==> src/sv/bld_pkg.sv <==
`timescale 1ns / 1ps
// ----------------------------------------------------------------------------
// Bounded list deque package
// Shared widths, request kinds, result codes and memory control types.
// ----------------------------------------------------------------------------
package bld_pkg;

    localparam int DEPTH_DEF = 64;
    localparam int KIND_W    = 3;
    localparam int DATA_W    = 32;
    localparam int STAT_W    = 2;

    // Request kinds; the remaining codes are accepted and do nothing.
    typedef enum logic [KIND_W-1:0] {
        K_INSERT = 3'd0,
        K_APPEND = 3'd1,
        K_REMOVE = 3'd2,
        K_DUMP   = 3'd3,
        K_CLEAR  = 3'd4
    } t_kind;

    // Result codes.
    typedef enum logic [STAT_W-1:0] {
        ST_DONE   = 2'd0,
        ST_DUMPED = 2'd1,
        ST_FULL   = 2'd2,
        ST_EMPTY  = 2'd3
    } t_status;

    // Strobes from the controller to the element memory.
    typedef struct packed {
        logic we;
        logic re;
    } t_mem_ctl;

endpackage

==> src/sv/bld_store.sv <==
`timescale 1ns / 1ps
// ----------------------------------------------------------------------------
// Element store
// Single write port, single read port memory with registered read data.
// ----------------------------------------------------------------------------
module bld_store
    import bld_pkg::*;
#(
    parameter int DEPTH = DEPTH_DEF,
    localparam int SW = $clog2(DEPTH)
) (
    input  logic                     i_clk,
    input  t_mem_ctl                 i_mem,
    input  logic [SW-1:0]            i_waddr,
    input  logic signed [DATA_W-1:0] i_wdata,
    input  logic [SW-1:0]            i_raddr,
    output logic signed [DATA_W-1:0] o_rdata
);

    logic signed [DATA_W-1:0] r_mem [DEPTH];
    logic signed [DATA_W-1:0] r_rdata;

    always_ff @(posedge i_clk) begin
        if (i_mem.we) begin
            r_mem[i_waddr] <= i_wdata;
        end
    end

    // Read data holds until the next read, which the controller relies on.
    always_ff @(posedge i_clk) begin
        if (i_mem.re) begin
            r_rdata <= r_mem[i_raddr];
        end
    end

    assign o_rdata = r_rdata;

endmodule

==> src/sv/bld_ctrl.sv <==
`timescale 1ns / 1ps
// ----------------------------------------------------------------------------
// Deque controller
// Head and count registers, request decode, dump sequencer and result register.
// ----------------------------------------------------------------------------
module bld_ctrl
    import bld_pkg::*;
#(
    parameter int DEPTH = DEPTH_DEF,
    localparam int SW = $clog2(DEPTH),
    localparam int CW = $clog2(DEPTH + 1)
) (
    input  logic                     i_clk,
    input  logic                     i_rst_n,
    input  logic                     i_valid,
    output logic                     o_stall,
    input  logic [KIND_W-1:0]        i_kind,
    input  logic signed [DATA_W-1:0] i_value,
    output logic                     o_valid,
    input  logic                     i_stall,
    output logic signed [DATA_W-1:0] o_item,
    output logic [STAT_W-1:0]        o_status,
    output logic                     o_last,
    output t_mem_ctl                 o_mem,
    output logic [SW-1:0]            o_waddr,
    output logic signed [DATA_W-1:0] o_wdata,
    output logic [SW-1:0]            o_raddr,
    input  logic signed [DATA_W-1:0] i_rdata
);

    typedef enum logic {
        S_IDLE,
        S_DUMP
    } t_state;

    t_state                   r_state, n_state;
    logic [SW-1:0]            r_head, n_head;
    logic [CW-1:0]            r_count, n_count;
    logic [SW-1:0]            r_addr, n_addr;
    logic [CW-1:0]            r_rem, n_rem;
    logic                     r_rd_pend, n_rd_pend;
    logic                     r_rd_last, n_rd_last;
    logic                     r_o_valid, n_o_valid;
    logic signed [DATA_W-1:0] r_o_item, n_o_item;
    t_status                  r_o_status, n_o_status;
    logic                     r_o_last, n_o_last;

    logic          out_free;
    logic          accept;
    logic          full;
    logic          empty;
    logic          issue;
    logic          move;
    logic [SW-1:0] head_dec;
    logic [SW-1:0] head_inc;
    logic [SW-1:0] addr_inc;
    logic [CW:0]   tail_sum;
    logic [SW-1:0] tail_slot;

    function automatic logic [SW-1:0] inc_slot(input logic [SW-1:0] s);
        logic [SW-1:0] r;
        if (s == SW'(DEPTH - 1)) begin
            r = '0;
        end else begin
            r = s + SW'(1);
        end
        return r;
    endfunction

    assign out_free = !r_o_valid || !i_stall;
    assign accept   = i_valid && (r_state == S_IDLE) && out_free;
    assign o_stall  = !((r_state == S_IDLE) && out_free);
    assign full     = (r_count == CW'(DEPTH));
    assign empty    = (r_count == '0);

    assign head_dec  = (r_head == '0) ? SW'(DEPTH - 1) : r_head - SW'(1);
    assign head_inc  = inc_slot(r_head);
    assign addr_inc  = inc_slot(r_addr);
    assign tail_sum  = (CW + 1)'(r_head) + (CW + 1)'(r_count);
    assign tail_slot = (tail_sum >= (CW + 1)'(DEPTH)) ?
                       SW'(tail_sum - (CW + 1)'(DEPTH)) : SW'(tail_sum);

    // A read is issued when its data will find room: the memory output is
    // either free or being moved into the result register this cycle.
    assign issue = (r_state == S_DUMP) && (r_rem != '0) && (!r_rd_pend || out_free);
    assign move  = (r_state == S_DUMP) && r_rd_pend && out_free;

    always_comb begin
        n_state    = r_state;
        n_head     = r_head;
        n_count    = r_count;
        n_addr     = r_addr;
        n_rem      = r_rem;
        n_rd_pend  = r_rd_pend;
        n_rd_last  = r_rd_last;
        n_o_valid  = r_o_valid && i_stall;
        n_o_item   = r_o_item;
        n_o_status = r_o_status;
        n_o_last   = r_o_last;
        o_mem      = '0;
        o_waddr    = head_dec;

        case (r_state)
            S_IDLE: begin
                if (accept) begin
                    n_o_valid  = 1'b1;
                    n_o_item   = '0;
                    n_o_status = ST_DONE;
                    n_o_last   = 1'b1;
                    case (t_kind'(i_kind))
                        K_INSERT: begin
                            if (full) begin
                                n_o_status = ST_FULL;
                            end else begin
                                o_mem.we = 1'b1;
                                n_head   = head_dec;
                                n_count  = r_count + CW'(1);
                            end
                        end
                        K_APPEND: begin
                            if (full) begin
                                n_o_status = ST_FULL;
                            end else begin
                                o_mem.we = 1'b1;
                                o_waddr  = tail_slot;
                                n_count  = r_count + CW'(1);
                            end
                        end
                        K_REMOVE: begin
                            if (empty) begin
                                n_o_status = ST_EMPTY;
                            end else begin
                                n_head  = head_inc;
                                n_count = r_count - CW'(1);
                            end
                        end
                        K_DUMP: begin
                            if (empty) begin
                                n_o_status = ST_EMPTY;
                            end else begin
                                n_o_valid = 1'b0;
                                n_state   = S_DUMP;
                                n_addr    = r_head;
                                n_rem     = r_count;
                            end
                        end
                        K_CLEAR: begin
                            n_head  = '0;
                            n_count = '0;
                        end
                        default: begin
                        end
                    endcase
                end
            end
            S_DUMP: begin
                if (move) begin
                    n_o_valid  = 1'b1;
                    n_o_item   = i_rdata;
                    n_o_status = ST_DUMPED;
                    n_o_last   = r_rd_last;
                    n_rd_pend  = 1'b0;
                    if (r_rd_last) begin
                        n_state = S_IDLE;
                    end
                end
                if (issue) begin
                    o_mem.re  = 1'b1;
                    n_addr    = addr_inc;
                    n_rem     = r_rem - CW'(1);
                    n_rd_pend = 1'b1;
                    n_rd_last = (r_rem == CW'(1));
                end
            end
            default: begin
                n_state = S_IDLE;
            end
        endcase
    end

    always_ff @(posedge i_clk) begin
        if (!i_rst_n) begin
            r_state   <= S_IDLE;
            r_head    <= '0;
            r_count   <= '0;
            r_rem     <= '0;
            r_rd_pend <= 1'b0;
            r_o_valid <= 1'b0;
        end else begin
            r_state   <= n_state;
            r_head    <= n_head;
            r_count   <= n_count;
            r_rem     <= n_rem;
            r_rd_pend <= n_rd_pend;
            r_o_valid <= n_o_valid;
        end
    end

    always_ff @(posedge i_clk) begin
        r_addr     <= n_addr;
        r_rd_last  <= n_rd_last;
        r_o_item   <= n_o_item;
        r_o_status <= n_o_status;
        r_o_last   <= n_o_last;
    end

    assign o_valid  = r_o_valid;
    assign o_item   = r_o_item;
    assign o_status = r_o_status;
    assign o_last   = r_o_last;
    assign o_wdata  = i_value;
    assign o_raddr  = r_addr;

endmodule

==> src/sv/bounded_list_deque_top.sv <==
`timescale 1ns / 1ps
// ----------------------------------------------------------------------------
// Bounded list deque
// Ordered list of up to DEPTH signed words held in a ring memory.
// ----------------------------------------------------------------------------
// Usage. The request channel (i_valid, o_stall, i_kind, i_value) carries one
// beat per request: insert at head, append at tail, remove head, dump or
// clear. The result channel (o_valid, i_stall, o_item, o_status, o_last)
// returns one beat for every request, except a dump of a non-empty list,
// which returns one beat per element from head to tail with o_last on the
// final one. Every other result beat has o_last set and o_item at zero.
// A single-beat result is registered at the edge that takes the request.
// A dump of N elements holds the request channel until its last element
// has moved into the result register, since each element is first read
// from the ring memory with a registered read and then streamed at one
// per cycle while the receiver does not stall.
// A new request is taken while the result register is empty or being
// emptied, and never while a dump is in progress.
// If the receiver stalls, the result beat holds and o_stall rises; a dump
// pauses its memory reads until the beat is taken. Reset empties the list
// at once and drops any pending result; memory contents are left as they
// are, as only written slots are ever read.
// ----------------------------------------------------------------------------
module bounded_list_deque_top
    import bld_pkg::*;
#(
    parameter int DEPTH = DEPTH_DEF
) (
    input  logic                     i_clk,
    input  logic                     i_rst_n,
    input  logic                     i_valid,
    output logic                     o_stall,
    input  logic [KIND_W-1:0]        i_kind,
    input  logic signed [DATA_W-1:0] i_value,
    output logic                     o_valid,
    input  logic                     i_stall,
    output logic signed [DATA_W-1:0] o_item,
    output logic [STAT_W-1:0]        o_status,
    output logic                     o_last
);

    localparam int SW = $clog2(DEPTH);

    // Memory port between the controller and the ring store.
    t_mem_ctl                 mem_ctl;
    logic [SW-1:0]            mem_waddr;
    logic signed [DATA_W-1:0] mem_wdata;
    logic [SW-1:0]            mem_raddr;
    logic signed [DATA_W-1:0] mem_rdata;

    // The controller owns the head slot, the count and the result register.
    bld_ctrl #(
        .DEPTH (DEPTH)
    ) u_ctrl (
        .i_clk    (i_clk),
        .i_rst_n  (i_rst_n),
        .i_valid  (i_valid),
        .o_stall  (o_stall),
        .i_kind   (i_kind),
        .i_value  (i_value),
        .o_valid  (o_valid),
        .i_stall  (i_stall),
        .o_item   (o_item),
        .o_status (o_status),
        .o_last   (o_last),
        .o_mem    (mem_ctl),
        .o_waddr  (mem_waddr),
        .o_wdata  (mem_wdata),
        .o_raddr  (mem_raddr),
        .i_rdata  (mem_rdata)
    );

    // The elements themselves live in a plain memory with a registered read.
    bld_store #(
        .DEPTH (DEPTH)
    ) u_store (
        .i_clk   (i_clk),
        .i_mem   (mem_ctl),
        .i_waddr (mem_waddr),
        .i_wdata (mem_wdata),
        .i_raddr (mem_raddr),
        .o_rdata (mem_rdata)
    );

endmodule

==> config.mk <==
export PLATFORM = sky130hd
export DESIGN_NAME = bounded_list_deque_top
export DESIGN_NICKNAME = d
export VERILOG_FILES = /design/src/sv/bld_pkg.sv /design/src/sv/bld_store.sv /design/src/sv/bld_ctrl.sv /design/src/sv/bounded_list_deque_top.sv
export SDC_FILE = /design/constraint.sdc
export NUM_CORES = 2
export LEC_CHECK = 0
export BUFFER_PORTS_ARGS = -buffer_cell sky130_fd_sc_hd__buf_2
export CORE_MARGIN = 2
export CORE_UTILIZATION = 57
export DETAILED_ROUTE_END_ITERATION = 16
export GPL_TIMING_DRIVEN = 0
export PLACE_DENSITY = 0.78
export SYNTH_ARGS = -nofsm -noshare
export SYNTH_HDL_FRONTEND = slang
export SYNTH_SLANG_ARGS = --single-unit
==> constraint.sdc <==
create_clock -name i_clk -period 4.2 [get_ports i_clk]
set_input_delay 0.21 -clock i_clk [delete_from_list [all_inputs] [get_ports i_clk]]
set_output_delay 0.21 -clock i_clk [all_outputs]
set_load 0.02 [all_outputs]
# Yosys cells after proc, flatten, opt, wreduce, memory -nomap -nowiden
# Memory sizes are Yosys's and may differ from the RTL's. A register that Yosys moved wholly into a read port is not among the register bits.
# Cells that the tools add are included.
# word_totals
wordCells	124
ff_bits	65
inputBits	39
output_inout_bits	37
memories	1
ramBits	2048
# memory_table
memory	depth	width	rd	rd_clocked_by_memory_dff	wr	line	rtl
u_store.r_mem	64	32	1	1	1	bld_store.sv:20	logic signed [DATA_W-1:0] r_mem [DEPTH];
# op_classes
reduce_logical	29
n_bitwise	1
add_sub_neg	8
n_eq_ne	16
n_mux	57
magnitude_cmp	1
# ops
op	n
$mux 6	14
$mux 32	2
$pmux 32 s2	1
$mux 7	6
$mux 1	21
$pmux 7 s3	1
$pmux 6 s3	1
$ne 2x2->1 const B	7
$pmux 7 s2	1
$sub 7x1->7 const B	2
$add 6x1->6 const B	2
$eq 6x6->1 const B	2
$pmux 6 s2	1
$sub 6x1->6 const B	2
$reduce_and 5->1	2
$add 6x7->8	1
$ge 8x7->1 const B	1
$logic_and 1x1->1	8
$mux 2	4
$pmux 2 s2	2
$add 7x1->7 const B	1
$eq 7x1->1 const B	1
$eq 7x7->1 const B	1
$logic_not 7->1	1
other kinds (16)	27

# Longest topological paths before layout
# depth
depth_word	7
mapped_depth	11
depth_no_buf	9

# By module
# Synthesis repeated with hierarchy kept, for this count alone.
# hier_totals
cells_unflattened	3744
hier_area_um2	82959.6
# by_module_without_submodules
module	area_per_inst_um2	cells_each	n_inst	seq_area_each_um2
bld_store	78835.6	3324	1	62459.9
bld_ctrl	4124.0	420	1	1721.7

# Worst setup path before layout
# No wires, ideal clock.
# synth_timing
path_type	register to register
start	reg u_ctrl.r_state
end	reg u_ctrl.r_o_item[0], in the netlist u_ctrl.o_item[0], enable pin
stages_incl_launch_ff	5
t_arrival_ps	3641
setup_slack_ps	78
synth_period_minus_slack_ps	4122
setup_time_ps	481
required_ps	3719
n_path_buf	2
path_cell_list	dfxtp_1 > clkbuf_1 > clkbuf_1 > nand2_1 > a21boi_0
# synth_via
elab_chain_len	5
word_cells_on_any_way	8
cone_classes	eq/ne (2); bitwise (1); reduce/logical (5)
# synth_lines
item	line	rtl
from (decl)	bld_ctrl.sv:36	t_state r_state, n_state;
from (signal assigned)	bld_ctrl.sv:190	r_state <= n_state;
$not 1->1	bld_ctrl.sv:71, bld_ctrl.sv:103	
$logic_and 1x1->1 (2 in series)	bld_ctrl.sv:71	assign accept = i_valid && (r_state == S_IDLE) && out_free;
$ne 2x1->1 (no line)	n/a	
$reduce_and 2->1 (no line) (*)	n/a	
to (signal assigned)	bld_ctrl.sv:202	r_o_item <= n_o_item;
to (decl)	bld_ctrl.sv:44	logic signed [DATA_W-1:0] r_o_item, n_o_item;
# Every way passes the cells marked *; elsewhere a longest branch is shown, timed or not.
# A chain may end at the register's enable or synchronous reset.

==> summary.md <==
| Metric | Value |
|---|---|
| Status | `finished, violations left` |
| Failing checks | `hold timing, capacitance limit, slew limit, setup timing` |
| Num rows | `139` |
| Clk_lat worst skew | `0.86 ns` |
| DIE AREA | `0.148 mm²` |
| Post-Syn Instances | `3680` |
| Clock Skew | `0.0511 ns` |
| Bufs on Longest Clock Path | `3` |
| Hold Path Cell Cnt | `1` |
| Top FF cell, synth | `edfxtp_1` |
| Vias per cell | `~7.1` |
| ANT nets after route | `0` |
| Tot Pwr | `roughly 0.043 W` |
| Register bit total from synthesis | `2145` |
| Top cells by area in the synthesized netlist | `edfxtp_1 77%, mux4_2 15%, mux2i_1 1.9%, dfxtp_1 0.56%, o22ai_1 0.55%` |
| Post-synthesis sequential area ratio | `77.4%` |
| Share of the synthesized area in the top cell type | `76.9%` |
| Worst Path Max Fanout | `11` |
| Max transition margin | `-1.43%` |
| CTS tree | `done` |
| Worst setup SP type | `flop` |
| Clock Sinks | `~2.1k` |
| PortBufs | `72` |
| Vias in the first global route | `42.2k` |
| Final Hold Fails | `20` |
| HPWL after DPL | `~140000 µm` |
| Tmin final | `4.38 ns` |
| Nets@finish | `4099` |
| Peak Freq | `between 200 and 250 MHz` |
| YS warnings | `0` |
| Routability cong. | `0.984` |
| Largest net degree at the start of global routing | `65` |
| DRC Markers | `0` |
| Final Cell Area | `0.0944 mm²` |
| Max-slew violation count | `14` |
| R2r startpoint | `u_ctrl.o_raddr[2]` |
| WP data required | `4.89 ns` |
| First-pass GRT wire length | `319000 µm` |
| Total congestion overflow | `0` |
| Initial Util | `57.6%` |
| Avg WL per Cell | `37.3 µm` |
| CTS buffer count | `202` |
| Die width | `approximately 390 µm` |
| Hold WS | `-0.0165 ns` |
| Vias | `about 43k` |
| CP startpoint | `u_ctrl.o_raddr[2]` |
| Synthesized area per cell | `22.5 µm²` |
| Root Buffer Master | `clkbuf_16` |
| Worst-path clk slew | `~0.060 ns` |
| Critical Path AT | `approximately 5 ns` |
| Power Dens Cells | `453 mW/mm²` |
| RSZ-0062 raised after global routing | `no` |
| Antenna violations before repair | `24` |
| EDFF count, synth | `2122` |
| Worst-margin pin slew | `1.51 ns` |
| Die extent in y | `385 µm` |
| Starting DRT DRC Count | `7612` |
| Crit end category | `flop` |
| Netlist Area Pre-Place | `around 0.083 mm²` |
| Final wirelength | `229000 µm` |
| R2R depth | `8` |
| WS Path Type | `flop to flop` |
| First-pass DRT Iterations | `9` |
| H-tree Lvls | `4` |
| Synth async-reset ratio | `0%` |
| VDD IR-drop max | `approximately 0.39 mV` |
| Post-synth top area cell | `edfxtp_1` |
| GRT Total Usage | `31.1%` |
| Share of cells above drive strength 1 | `28.1%` |
| Worst Hold Class | `primary input to flop` |
| Ports | `76` |
| Final worst slack | `-0.183 ns` |
| Pleak | `29.9 nW` |
| Final setup viols | `15` |
| Syn Nets | `about 3.7k` |
| Synthesis-to-finish area growth | `13.9%` |
| HP Start | `i_value[18]` |
| Core Area | `0.144 mm²` |
| Max Cap Violations | `3` |
| Final critical-path share of the clock period | `104%` |
| Cell Area, Placed | `0.0876 mm²` |
| Netlist cell types | `64` |
[power by group]
part	internal (W)	switching (W)	leakage, nW	total, W
clock network	0.0100	0.00799	3.16	0.0180
registers	0.0236	0.0000273	19.3	0.0236
logic	0.000248	0.000838	7.47	0.00109
[worst paths after layout]
kind | slack, ns | end
max reg2reg | -0.18 | u_store.o_rdata[17]
min | -0.02 | u_store.r_mem[29][18]
min reg2reg | 0.48 | u_ctrl.r_rem[6]
max | -0.18 | u_store.o_rdata[17]
[synth_stat cells (4+ instances only)]
| master | n |
|---|---|
| a21oi_1 | 33 |
| nor2_1 | 97 |
| nor4_1 | 4 |
| clkbuf_1 | 77 |
| mux2_2 | 7 |
| a211oi_1 | 35 |
| xor2_1 | 7 |
| nand3b_1 | 6 |
| o211ai_1 | 27 |
| a22oi_1 | 34 |
| inv_1 | 17 |
| edfxtp_1 | 2122 |
| buf_6 | 10 |
| buf_4 | 31 |
| and3_1 | 6 |
| o21ai_0 | 17 |
| nand3_2 | 9 |
| nor2b_1 | 12 |
| mux2i_1 | 160 |
| buf_1 | 27 |
| xnor2_1 | 8 |
| and2_1 | 36 |
| o22ai_1 | 73 |
| nand2_1 | 63 |
| dfxtp_1 | 23 |
| nand2b_1 | 11 |
| o32ai_1 | 6 |
| buf_2 | 52 |
| a31oi_1 | 7 |
| nor3_1 | 7 |
| o21ai_1 | 33 |
| mux4_2 | 541 |
| a21o_1 | 6 |
| ha_1 | 17 |
| nand3_1 | 13 |
[registers in the layout, indices dropped and copies added (netlist names)]
name,flops
u_ctrl.r_rem,7
u_ctrl.r_rd_pend,1
u_ctrl.o_raddr,6
u_ctrl.r_count,7
u_ctrl.o_item,32
u_ctrl.r_state,1
u_ctrl.o_valid,1
u_ctrl.o_last,1
u_ctrl.r_rd_last,1
u_ctrl.o_status,2
u_store.r_mem,2048
u_store.o_rdata,32
u_ctrl.r_head,6
[stage by stage]
stage | util (%) | worst slack (ns) | instances | setup TNS (ns)
6_report | 65.5 | -0.183 | 6122 | -1.08
5_1_grt | 65.5 | 0.0296 | 6116 | 0
4_1_cts | 65.4 | 0.0212 | 6106 | 0
3_5_place_dp | 60.8 | -0.176 | 5727 | -0.340
3_3_place_gp | 59.5 | -2.02 | 5655 | -2515.29
2_1_floorplan | - | 0.0780 | 3680 | 0
[cell type report]
cell class	count	area (µm²)
multi-input cells	1320	18200
well taps	1903	2380
repair buffers	157	2030
fillers	8694	49600
clock inverters	124	1100
clock buffers	248	5330
flip-flops and latches	2145	64200
diodes	10	25.0
inverters	18	67.6
plain buffers	197	1010
[cell usage in the layout, fill, tap and decap left out, types with 24 or more instances in the layout]
| cell | instances |
|---|---|
| nor2_4 | 64 |
| a211oi_1 | 24 |
| clkinv_1 | 51 |
| a21oi_1 | 33 |
| buf_2 | 105 |
| o22ai_1 | 72 |
| buf_12 | 51 |
| a22oi_1 | 32 |
| and2_1 | 36 |
| edfxtp_1 | 2122 |
| o211ai_1 | 27 |
| clkbuf_16 | 207 |
| mux4_2 | 541 |
| nand2_1 | 63 |
| clkbuf_1 | 118 |
| clkinv_2 | 43 |
| nor2_1 | 33 |
| buf_4 | 56 |
| mux2i_1 | 160 |
| o21ai_1 | 28 |
[what timing repair did]
| action | in CTS | in global routing |
|---|---|---|
| gates resized for setup | 3 | 17 |
| buffers inserted | 0 | 0 |
| hold endpoints to repair | 38 | 66 |
| endpoints found under the setup margin | 6 | 9 |
| hold buffers | 7 | 5 |
[worst max-delay path: stages, from the launching register on]
cell      delay [ns]
edfxtp_1        0.34
buf_2           0.45
buf_2           0.55
buf_2           0.49
nand2_1         0.48
clkbuf_1        0.47
o22ai_1         1.08
o211ai_1        0.16
o21ai_1         0.17
[per-layer routing]
layer,part of all wire (%),global-route usage (%),vias up
li1,-,-,16400
met1,34,41.2,22300
met2,46,47.1,3830
met3,14,9.26,698
met4,6.2,16.8,12
met5,0.042,0.130,-
[logic make-up (layout without fill, tap and decap cells)]
logic type | Yosys count | count (layout) | share of synthesized area, %
xor gates and xnor gates | 15 | 15 | 0.159
buffers and inverters | 215 | 744 | 1.28
other | 0 | 10 | 0
and+or+nand+nor | 279 | 279 | 1.68
muxes | 710 | 710 | 16.8
adders and majority gates | 19 | 19 | 0.305
AOI/OAI and AO/OA | 297 | 297 | 2.37
DFF | 2145 | 2145 | 77.4
No activity file was read; power rests on OpenSTA's default activity.
